$ cat config.mk
export PLATFORM = sky130hd
export DESIGN_NAME = h264_parameter_set_capture
export DESIGN_NICKNAME = d
export VERILOG_FILES = /design/src/rtl/hpsc_pkg.sv /design/src/rtl/h264_parameter_set_capture.sv
export SDC_FILE = /design/constraint.sdc
export NUM_CORES = 2
export LEC_CHECK = 0
export BUFFER_PORTS_ARGS = -buffer_cell sky130_fd_sc_hd__buf_2
export CAP_MARGIN = 40
export CELL_PAD_IN_SITES_DETAIL_PLACEMENT = 1
export CELL_PAD_IN_SITES_GLOBAL_PLACEMENT = 2
export CORE_MARGIN = 2
export CORE_UTILIZATION = 45
export CTS_CLUSTER_SIZE = 24
export DETAILED_ROUTE_END_ITERATION = 7
export GPL_TIMING_DRIVEN = 0
export HOLD_SLACK_MARGIN = 0.03
export MAX_ROUTING_LAYER = met4
export PLACE_DENSITY_LB_ADDON = 0.1
export SYNTH_ARGS = -nofsm -noshare
export SYNTH_HDL_FRONTEND = slang
export SYNTH_MEMORY_MAX_BITS = 65536
export SYNTH_SLANG_ARGS = --single-unit
$ cat constraint.sdc
create_clock -name clk -period 8.43 [get_ports clk]
set_input_delay 1.2645 -clock clk [delete_from_list [all_inputs] [get_ports clk]]
set_output_delay 1.2645 -clock clk [all_outputs]
set_load 0.005 [all_outputs]
$ cat src/rtl/hpsc_pkg.sv
// Shared types and constants for the H.264 parameter set capture block.
// No dependencies; rtl/h264_parameter_set_capture.sv and dv/testbench.sv import this package.
`timescale 1ns / 1ps

package hpsc_pkg;

    // Capture target codes
    typedef logic [1:0] target_t;
    localparam target_t TGT_NONE = 2'd0;
    localparam target_t TGT_SPS  = 2'd1;
    localparam target_t TGT_PPS  = 2'd2;

    // Operation codes carried in tuser bit 0
    localparam logic OP_STREAM = 1'b0;
    localparam logic OP_READ   = 1'b1;

    // Buffer select codes carried in tuser bit 1
    localparam logic BUF_SEL_SPS = 1'b0;
    localparam logic BUF_SEL_PPS = 1'b1;

    // NAL header fields
    localparam logic [4:0] NAL_TYPE_MASK = 5'h1F;
    localparam logic [4:0] NAL_TYPE_IDR  = 5'd5;
    localparam logic [4:0] NAL_TYPE_SPS  = 5'd7;
    localparam logic [4:0] NAL_TYPE_PPS  = 5'd8;

    // Store is split into interleaved byte banks so that one word can write
    // up to five consecutive bytes at once
    localparam int NUM_BANKS = 8;
    localparam int BANK_W    = 3;

endpackage

$ cat src/rtl/h264_parameter_set_capture.sv
// Top level of the H.264 parameter set capture block: start code scan,
// delay line, banked SPS/PPS stores and result register. Depends on hpsc_pkg.
`timescale 1ns / 1ps

// Scans an H.264 Annex B frame one byte per word and keeps the latest SPS and
// PPS NAL units (start code included) in two capture buffers of BUF_DEPTH
// bytes. A stream word (tuser operation = 0) carries one frame byte, with
// tlast on the frame's last byte; its result carries read_data = 0, the
// committed SPS/PPS lengths, cache_ready, and on the last byte frame_done
// (tlast) with keyframe set when the frame held a NAL of type 5 or 7. A read
// word (operation = 1) returns the cached byte at read_index of the selected
// buffer, or 0 beyond the committed length. Lengths are committed when a NAL
// ends; a NAL that outgrows the buffer is truncated and overflow stays set
// until reset. The block takes one word per cycle while the result side is
// not stalled, and every word yields one result: it passes the input register,
// where the delay-line update, the bank write enables and the store read
// address are worked out, and then the result register. The stores are
// eight interleaved byte banks, each with one write and one read port, so
// the up to five bytes that a single word can release are written in the
// same cycle. The stores need no clearing after reset: only positions below
// a committed length are ever returned.
module h264_parameter_set_capture #(
    parameter int BUF_DEPTH = 256
) (
    input  logic        clk,
    input  logic        rst_n,
    // input words
    input  logic        s_tvalid,
    output logic        s_tready,
    input  logic [15:0] s_tdata,   // [7:0] data_byte, [15:8] read_index
    input  logic [1:0]  s_tuser,   // [0] operation, [1] which_buffer
    input  logic        s_tlast,   // last_byte
    // result words
    output logic        m_tvalid,
    input  logic        m_tready,
    output logic [31:0] m_tdata,   // [7:0] read_data, [16:8] sps_length,
                                   // [25:17] pps_length, [26] cache_ready,
                                   // [27] keyframe, [28] overflow, [31:29] zero
    output logic        m_tlast    // frame_done
);
    import hpsc_pkg::*;

    localparam int PTR_W      = $clog2(BUF_DEPTH + 1);
    localparam int SUM_W      = PTR_W + 1;
    localparam int AW         = PTR_W + 8;
    localparam int BANK_DEPTH = (BUF_DEPTH + NUM_BANKS - 1) / NUM_BANKS;
    localparam int ROW_W      = (BANK_DEPTH > 1) ? $clog2(BANK_DEPTH) : 1;

    // ------------------------------------------------------------------
    // Input register
    // ------------------------------------------------------------------
    logic             in_valid_reg;
    logic             in_op_reg;
    logic [7:0]       in_byte_reg;
    logic             in_last_reg;
    logic             in_buf_reg;
    logic [7:0]       in_idx_reg;

    logic             advance;
    logic             step;
    logic             out_valid_reg;

    // Advance the input word into the result register when that slot frees
    assign advance  = in_valid_reg && (!out_valid_reg || m_tready);
    assign s_tready = !in_valid_reg || advance;
    assign step     = advance && (in_op_reg == OP_STREAM);

    always_ff @(posedge clk or negedge rst_n)
    begin
        if (!rst_n)
        begin
            in_valid_reg <= 1'b0;
        end
        else if (s_tready)
        begin
            in_valid_reg <= s_tvalid;
        end
    end

    always_ff @(posedge clk)
    begin
        if (s_tvalid && s_tready)
        begin
            in_op_reg   <= s_tuser[0];
            in_buf_reg  <= s_tuser[1];
            in_byte_reg <= s_tdata[7:0];
            in_idx_reg  <= s_tdata[15:8];
            in_last_reg <= s_tlast;
        end
    end

    // ------------------------------------------------------------------
    // Parser state
    // ------------------------------------------------------------------
    logic [7:0]       dly_reg [4];
    logic [7:0]       dly_next [4];
    logic [2:0]       cnt_reg, cnt_next;
    logic             await_reg, await_next;
    target_t          tgt_reg, tgt_next;
    logic [PTR_W-1:0] wp_reg, wp_next;
    logic [PTR_W-1:0] sps_cnt_reg, sps_cnt_next;
    logic [PTR_W-1:0] pps_cnt_reg, pps_cnt_next;
    logic             key_reg, key_next;
    logic             ovf_reg, ovf_next;

    // Step working signals
    logic [7:0]       line [4];      // delay line after this byte is shifted in
    logic [2:0]       cnt_line;
    logic             pre_put;       // oldest byte leaves a full delay line
    logic [2:0]       m2, m3;
    logic             det;           // start code completes on this byte
    logic             sc4;           // four-byte start code
    logic             older;         // one byte ahead of the start code
    logic [4:0]       hdr_type;
    target_t          new_tgt;
    target_t          tgt_w;         // target that receives this word's bytes
    logic [7:0]       seq [NUM_BANKS];
    logic [2:0]       nput;
    logic [2:0]       flush_n;
    logic [PTR_W-1:0] base;
    logic [SUM_W-1:0] sum_end;
    logic [PTR_W-1:0] wp_after;
    logic             ovf_set;
    logic             key_now;

    always_comb
    begin
        hdr_type = in_byte_reg[4:0] & NAL_TYPE_MASK;
        if (hdr_type == NAL_TYPE_SPS)
            new_tgt = TGT_SPS;
        else if (hdr_type == NAL_TYPE_PPS)
            new_tgt = TGT_PPS;
        else
            new_tgt = TGT_NONE;

        // Shift the new byte into the delay line
        line = dly_reg;
        if (cnt_reg == 3'd4)
        begin
            pre_put  = 1'b1;
            line[0]  = dly_reg[1];
            line[1]  = dly_reg[2];
            line[2]  = dly_reg[3];
            line[3]  = in_byte_reg;
            cnt_line = 3'd4;
        end
        else
        begin
            pre_put  = 1'b0;
            line[cnt_reg[1:0]] = in_byte_reg;
            cnt_line = cnt_reg + 3'd1;
        end

        // Start code detection on the tail of the line
        m2    = cnt_line - 3'd2;
        m3    = cnt_line - 3'd3;
        det   = (in_byte_reg == 8'h01) && (cnt_line >= 3'd3)
                && (line[m2[1:0]] == 8'h00) && (line[m3[1:0]] == 8'h00);
        sc4   = (cnt_line == 3'd4) && (line[0] == 8'h00);
        older = det && (cnt_line == 3'd4) && !sc4;

        // Bytes released by this word, in store order
        for (int k = 0; k < NUM_BANKS; k++)
            seq[k] = 8'h00;
        if (await_reg)
        begin
            // Header byte: the held start code, then the header itself
            for (int k = 0; k < 4; k++)
                seq[k] = (3'(k) < cnt_reg) ? dly_reg[k] : in_byte_reg;
            seq[4]  = in_byte_reg;
            flush_n = 3'd0;
            nput    = cnt_reg + 3'd1;
        end
        else
        begin
            if (det)
                flush_n = {2'b00, older};
            else if (in_last_reg)
                flush_n = cnt_line;
            else
                flush_n = 3'd0;
            if (pre_put)
            begin
                seq[0] = dly_reg[0];
                for (int k = 0; k < 4; k++)
                    seq[k + 1] = line[k];
            end
            else
            begin
                for (int k = 0; k < 4; k++)
                    seq[k] = line[k];
            end
            nput = flush_n + {2'b00, pre_put};
        end

        tgt_w    = await_reg ? new_tgt : tgt_reg;
        base     = await_reg ? '0 : wp_reg;
        sum_end  = SUM_W'(base) + SUM_W'(nput);
        ovf_set  = (tgt_w != TGT_NONE) && (sum_end > SUM_W'(BUF_DEPTH));
        if (tgt_w == TGT_NONE)
            wp_after = base;
        else if (sum_end > SUM_W'(BUF_DEPTH))
            wp_after = PTR_W'(BUF_DEPTH);
        else
            wp_after = sum_end[PTR_W-1:0];

        // Commit lengths: the NAL closed by a header, then the frame end
        sps_cnt_next = sps_cnt_reg;
        pps_cnt_next = pps_cnt_reg;
        if (await_reg)
        begin
            if (tgt_reg == TGT_SPS)
                sps_cnt_next = wp_reg;
            else if (tgt_reg == TGT_PPS)
                pps_cnt_next = wp_reg;
        end
        if (in_last_reg)
        begin
            if (tgt_w == TGT_SPS)
                sps_cnt_next = wp_after;
            else if (tgt_w == TGT_PPS)
                pps_cnt_next = wp_after;
        end

        key_now = key_reg || (await_reg
                  && ((hdr_type == NAL_TYPE_IDR) || (hdr_type == NAL_TYPE_SPS)));
        key_next = in_last_reg ? 1'b0 : key_now;
        ovf_next = ovf_reg || ovf_set;

        dly_next = line;
        if (in_last_reg)
        begin
            // Frame end: flush and drop any pending start code
            tgt_next   = TGT_NONE;
            wp_next    = '0;
            cnt_next   = 3'd0;
            await_next = 1'b0;
        end
        else if (await_reg)
        begin
            tgt_next   = new_tgt;
            wp_next    = wp_after;
            cnt_next   = 3'd0;
            await_next = 1'b0;
        end
        else
        begin
            tgt_next = tgt_reg;
            wp_next  = wp_after;
            if (det)
            begin
                // Hold only the start code
                if (older)
                begin
                    dly_next[0] = line[1];
                    dly_next[1] = line[2];
                    dly_next[2] = line[3];
                end
                cnt_next   = sc4 ? 3'd4 : 3'd3;
                await_next = 1'b1;
            end
            else
            begin
                cnt_next   = cnt_line;
                await_next = 1'b0;
            end
        end
    end

    always_ff @(posedge clk or negedge rst_n)
    begin
        if (!rst_n)
        begin
            cnt_reg     <= 3'd0;
            await_reg   <= 1'b0;
            tgt_reg     <= TGT_NONE;
            wp_reg      <= '0;
            sps_cnt_reg <= '0;
            pps_cnt_reg <= '0;
            key_reg     <= 1'b0;
            ovf_reg     <= 1'b0;
        end
        else if (step)
        begin
            cnt_reg     <= cnt_next;
            await_reg   <= await_next;
            tgt_reg     <= tgt_next;
            wp_reg      <= wp_next;
            sps_cnt_reg <= sps_cnt_next;
            pps_cnt_reg <= pps_cnt_next;
            key_reg     <= key_next;
            ovf_reg     <= ovf_next;
        end
    end

    always_ff @(posedge clk)
    begin
        if (step)
        begin
            dly_reg <= dly_next;
        end
    end

    // ------------------------------------------------------------------
    // Banked stores: byte address a lives in bank a[2:0], row a >> 3
    // ------------------------------------------------------------------
    logic             wr_en   [NUM_BANKS];
    logic [ROW_W-1:0] wr_row  [NUM_BANKS];
    logic [7:0]       wr_data [NUM_BANKS];
    logic [BANK_W-1:0] wr_k   [NUM_BANKS];
    logic [SUM_W-1:0] wr_addr [NUM_BANKS];
    logic             wr_buf;

    always_comb
    begin
        wr_buf = (tgt_w == TGT_PPS);
        for (int j = 0; j < NUM_BANKS; j++)
        begin
            wr_k[j]    = BANK_W'(j) - base[BANK_W-1:0];
            wr_addr[j] = SUM_W'(base) + SUM_W'(wr_k[j]);
            wr_en[j]   = step && (tgt_w != TGT_NONE) && (wr_k[j] < nput)
                         && (wr_addr[j] < SUM_W'(BUF_DEPTH));
            wr_row[j]  = wr_addr[j][BANK_W +: ROW_W];
            wr_data[j] = seq[wr_k[j]];
        end
    end

    logic [AW-1:0]    idx_wide;
    logic [ROW_W-1:0] rd_row;
    logic             rd_hit;
    logic [7:0]       bank_q [NUM_BANKS];

    always_comb
    begin
        idx_wide = AW'(in_idx_reg);
        rd_row   = idx_wide[BANK_W +: ROW_W];
        if (in_buf_reg == BUF_SEL_PPS)
            rd_hit = idx_wide < AW'(pps_cnt_reg);
        else
            rd_hit = idx_wide < AW'(sps_cnt_reg);
        rd_hit = rd_hit && (idx_wide < AW'(BUF_DEPTH));
    end

    for (genvar j = 0; j < NUM_BANKS; j++)
    begin : g_bank
        logic [7:0] mem [0:1][0:BANK_DEPTH-1];

        always_ff @(posedge clk)
        begin
            if (wr_en[j])
            begin
                mem[wr_buf][wr_row[j]] <= wr_data[j];
            end
        end

        always_ff @(posedge clk)
        begin
            if (advance && (in_op_reg == OP_READ))
            begin
                bank_q[j] <= mem[in_buf_reg][rd_row];
            end
        end
    end

    // ------------------------------------------------------------------
    // Result register. Lengths and overflow come straight from the state:
    // the state cannot move on while a result waits.
    // ------------------------------------------------------------------
    logic              rd_hit_reg;
    logic [BANK_W-1:0] rd_bank_reg;
    logic              done_reg;
    logic              key_out_reg;
    logic [7:0]        read_data;
    logic [AW-1:0]     sps_wide, pps_wide;
    logic              cache_ready;

    always_ff @(posedge clk or negedge rst_n)
    begin
        if (!rst_n)
        begin
            out_valid_reg <= 1'b0;
        end
        else if (advance)
        begin
            out_valid_reg <= 1'b1;
        end
        else if (m_tready)
        begin
            out_valid_reg <= 1'b0;
        end
    end

    always_ff @(posedge clk)
    begin
        if (advance)
        begin
            rd_hit_reg  <= (in_op_reg == OP_READ) && rd_hit;
            rd_bank_reg <= in_idx_reg[BANK_W-1:0];
            done_reg    <= (in_op_reg == OP_STREAM) && in_last_reg;
            key_out_reg <= (in_op_reg == OP_STREAM) && in_last_reg && key_now;
        end
    end

    always_comb
    begin
        read_data   = rd_hit_reg ? bank_q[rd_bank_reg] : 8'h00;
        sps_wide    = AW'(sps_cnt_reg);
        pps_wide    = AW'(pps_cnt_reg);
        cache_ready = (sps_cnt_reg != '0) && (pps_cnt_reg != '0);
    end

    assign m_tvalid = out_valid_reg;
    assign m_tlast  = done_reg;
    assign m_tdata  = {3'b000, ovf_reg, key_out_reg, cache_ready,
                       pps_wide[8:0], sps_wide[8:0], read_data};

endmodule

==> implementation parameters <==
Parameter                              Value

Route
  Drc violations ... 0
  Pre-Repair DR Iteration Count ... 6
  Met2 wire len ... 259000 um
  Count of antenna-violating nets left after detailed routing ... 0
  Post-DR vias/cell ... 6.23
  Highest metal used ... met4
  Sum of met3 wire segment lengths after detailed routing ... 50300 um
  Metal-1 WL ... 227000 um
  Via count ... 88.3k
  Average detailed-routed wire length per instance ... 39.1 um
  Total wire length ... 555000 um
  1st-iter DRT viols ... 11.9k

Floorplanning
  Die extent in y ... a little over 600 um
  Number of placement rows ... 225
  Count of boundary I/O pins ... 58
  Starting density of the core ... 45.1%
  Chip Width ... 617 um
  Core region area ... 375000 um2
  Die footprint ... approximately 380000 um2

Cells and area
  Area overhead of the layout relative to synthesis ... 18.8%
  Commonest non-fill, non-tap cell in the layout ... sky130_fd_sc_hd__edfxtp_1
  Non-filler instance count after layout ... roughly 14k
  Nets@finish ... about 8.9k
  Utilization of the core after routing ... a little over half
  Share of final-layout standard cells stronger than drive strength 1 ... 35.8%
  Number of flip-flops in the largest register ... 4096
  Commonest non-fill, non-tap cells in the layout ... 4217 x sky130_fd_sc_hd__edfxtp_1, 1360 x sky130_fd_sc_hd__mux4_2, 445 x sky130_fd_sc_hd__clkbuf_16
  Number of inserted filler cells in the final layout ... 32.2k

Global routing
  Remaining global-route overflow ... 0
  Wire length of the first global-routing pass ... about 760000 um
  Vias in the first global route ... around 89k
  Number of antenna violations at the first check in global routing ... 59
  Overall track demand over capacity in global routing ... between 30 and 40%
  Largest net degree at the start of global routing ... 42

Pwr
  VDD IR max ... roughly 0.19 mV
  Fraction of power consumed by sequential logic ... 48.4%
  Combinational cell fraction of total power ... 15.0%
  Sw Pwr ... 13.7 mW
  Leakage power of the design ... 63.2 nW
  Total power density per cell area ... 262 nW/um2
  Switching portion of total power ... a little over a quarter
  Clock share of power ... between 30 and 40%
  Internal ... 38.9 mW

Yosys
  Sequential share of the synthesized area ... 75.5%
  Mean instance size in the synthesized netlist ... 21.9 um2
  Flip-flop cell with the highest count after synthesis ... sky130_fd_sc_hd__edfxtp_1
  Number of cells produced by synthesis ... between 7k and 8k
  Flop and latch count out of synthesis ... 4258
  Combinational family with the most area after synthesis ... multiplexers
  Count of unique library cells instantiated by Yosys ... slightly below 80
  Share of the synthesized area in compound gates (AO/OA/AOI/OAI) ... about 1.3%
  Post-synth EDFFs ... 4217
  Share of the synthesized area in the top cell type ... 74.9%
  Area fraction in and, or, nand and nor cells after synthesis ... 2.66%
  Cell type contributing the most total cell area after synthesis ... sky130_fd_sc_hd__edfxtp_1
  Post-synthesis share of cell area spent on full adders, half adders and majority gates ... less than 1%
  Xor and xnor fraction of the mapped netlist area ... less than 1%
  Share of async-settable or async-resettable flops after synthesis ... less than 1%
  Cell types occupying the most area after synthesis ... sky130_fd_sc_hd__edfxtp_1 75%, sky130_fd_sc_hd__mux4_2 18%, sky130_fd_sc_hd__nor2_1 1.5%
  Synthesis warning total ... 0
  Share of cell area taken by muxes after synthesis ... about a fifth
  Netlist area before placement ... 169000 um2

STA
  Max-slew violation total from the final report ... 0
  Final worst path period need ... 8.09 ns
  Number of hold-slack violations in the final timing report ... 0
  Final setup fails ... 0
  Unrepaired setup endpoints after global routing ... yes
  Highest attainable clock frequency ... 0.124 GHz
  Pin slew with the least headroom to its limit ... 1.11 ns
  Share of the cycle needed by the critical path after routing ... 95.9%
  Clock Skew ... ~0.037 ns
  Max-slew headroom at the worst pin ... 26.0%

Worst setup path
  Kind of critical path ... register to register
  Data required, critical path ... 9.13 ns
  Critical path launch point type ... register
  Arrival time at the worst endpoint ... slightly below 9 ns
  Kind of capture point of the worst setup path ... register
  Max FO, Critical Path ... 10
  Reg-to-reg slack, setup ... 0.34 ns
  Reg-to-Reg Start ... cnt_reg[0]$_DFFE_PN0P_
  Endpoint of the worst register-to-register path ... g_bank[6].mem[0][29]$_DFFE_PP_
  Length in cells of the worst reg-to-reg path ... 27

Clock tree
  CTS root buffer ... sky130_fd_sc_hd__clkbuf_16
  Clk sink count ... 4258
  CTS Buf Count ... 442
  Longest Clk Path Bufs ... 4
  Worst-path clk slew ... 0.06 ns
  TritonCTS clock tree ... yes
  CTS Hold Bufs ... 0
  Worst skew pair latency ... between 1 and 1.5 ns
  Number of H-tree levels ... 5

Place
  Gpl congestion ... just under 0.9
  Number of placed cells counting well taps ... 13.3k
  Post-DP HPWL ... ~400000 um
  Count of buffers inserted at the top-level ports ... 54

Run status
  Outcome ... complete, no violations

Flow run
  Count of maximum capacitance violations ... 0

Hold path
  Hold Crit Class ... input pin to asynchronous set/reset pin
-- through the flow --
stage	hold slack [ns]	area, um2	setup TNS, ns	total power, mW	setup slack, ns
after floorplan	0.444	169000	0	29.4	1.97
final	0.249	201000	0	52.6	0.344
after CTS	0.196	200000	-16.35	52.8	-0.197
after detailed placement	0.462	184000	-659.57	33.7	-0.526
after global routing	0.259	201000	-5.61	53.9	-0.0642
after global placement	0.457	176000	-9694.99	32.7	-3.28
-- layout make-up --
cell class,count,area [um2],share of cell area [%]
clock inverter,261,2530,1.26
timing repair buffer,609,8470,4.22
buffer,415,1760,0.876
tap,4994,6250,3.11
antenna,35,87.6,0.0436
sequential,4258,128000,63.6
inverter,46,173,0.0860
clock buffer,542,11500,5.75
multi-input combinational,3011,42300,21.1
-- cell usage after synthesis (all sizes together) (8+ instances only) --
cell    count
nor2      681
ha         50
o22ai      36
nand2     176
edfxtp   4217
mux2       24
o22a       10
xnor2      38
buf       108
nand3     107
inv        42
o211ai     16
xor2       16
nand4       8
nand2b     17
or2         8
mux2i      80
mux4     1360
a21oi      78
nor3       26
nor2b      22
o21ai     135
dfrtp      37
clkbuf    308
a21o       14
and3       10
-- power by group through the flow --
stage	Combinational, mW	Clock (mW)	Sequential (mW)
after floorplan	3.17	0	26.2
after global placement	5.90	0	26.8
after detailed placement	7.83	0	25.9
after CTS	7.86	19.5	25.4
after global routing	8.23	20.2	25.5
final	7.90	19.3	25.5
-- cells by family (layout without fill, tap and decap cells) --
kind of cell	Yosys count	after routing
multiplexers	1464	1464
buffers and inverters	462	1873
adder cells (fa/ha/maj)	51	51
other	1	38
flip-flops	4258	4258
AND/OR/NAND/NOR	1081	1081
AO/OA/AOI/OAI	358	358
XOR/XNOR	54	54
-- worst max path at each step --
stage	startpoint	to	slack [ns]	cells after the start
after global placement	cnt_reg[0]$_DFFE_PN0P_	g_bank[5].mem[0][246]$_DFFE_PP_	-3.28	14
after global routing	cnt_reg[0]$_DFFE_PN0P_	g_bank[1].mem[1][159]$_DFFE_PP_	-0.06	27
final	cnt_reg[0]$_DFFE_PN0P_	g_bank[6].mem[0][29]$_DFFE_PP_	0.34	27
after CTS	cnt_reg[0]$_DFFE_PN0P_	g_bank[6].mem[0][29]$_DFFE_PP_	-0.20	28
after floorplan	cnt_reg[0]$_DFFE_PN0P_	sps_cnt_reg[6]$_DFFE_PN0P_	1.97	31
after detailed placement	cnt_reg[0]$_DFFE_PN0P_	g_bank[2].mem[1][42]$_DFFE_PP_	-0.53	27
-- repair_timing --
action	4_1_cts	5_1_grt
buffers inserted	0	17
setup endpoints to repair	3151	3970
cloned	0	0
resized for setup	403	223
pin swaps	0	2
-- critical path, stage by stage, from the launching register on --
cell and delay [ns]:
sky130_fd_sc_hd__dfrtp_1 0.56, sky130_fd_sc_hd__inv_1 0.22, sky130_fd_sc_hd__ha_1 0.32, sky130_fd_sc_hd__buf_4 0.21
sky130_fd_sc_hd__nand2_2 0.08, sky130_fd_sc_hd__buf_4 0.22, sky130_fd_sc_hd__clkbuf_2 0.28, sky130_fd_sc_hd__clkbuf_2 0.30
sky130_fd_sc_hd__nand2_1 0.15, sky130_fd_sc_hd__ha_1 0.33, sky130_fd_sc_hd__a21oi_1 0.26, sky130_fd_sc_hd__nand3_1 0.11
sky130_fd_sc_hd__nor3_1 0.31, sky130_fd_sc_hd__o221ai_1 0.29, sky130_fd_sc_hd__buf_4 0.26, sky130_fd_sc_hd__nand4_1 0.09
sky130_fd_sc_hd__o21ai_0 0.11, sky130_fd_sc_hd__ha_1 0.22, sky130_fd_sc_hd__ha_1 0.39, sky130_fd_sc_hd__mux2i_1 0.30
sky130_fd_sc_hd__ha_1 0.30, sky130_fd_sc_hd__a21o_1 0.23, sky130_fd_sc_hd__maj3_1 0.39, sky130_fd_sc_hd__or3_1 0.46
sky130_fd_sc_hd__nor2_2 0.32, sky130_fd_sc_hd__nand2_2 0.42, sky130_fd_sc_hd__nor2_2 0.41, sky130_fd_sc_hd__buf_4 0.24
-- routing by layer --
metal	global-route usage, %	vias to the layer above
met5	-	-
met4	8.58	0
met3	5.94	708
met2	45.2	4228
met1	42.2	48700
li1	-	34800
Note: power is estimated with default switching activity, not from simulation.
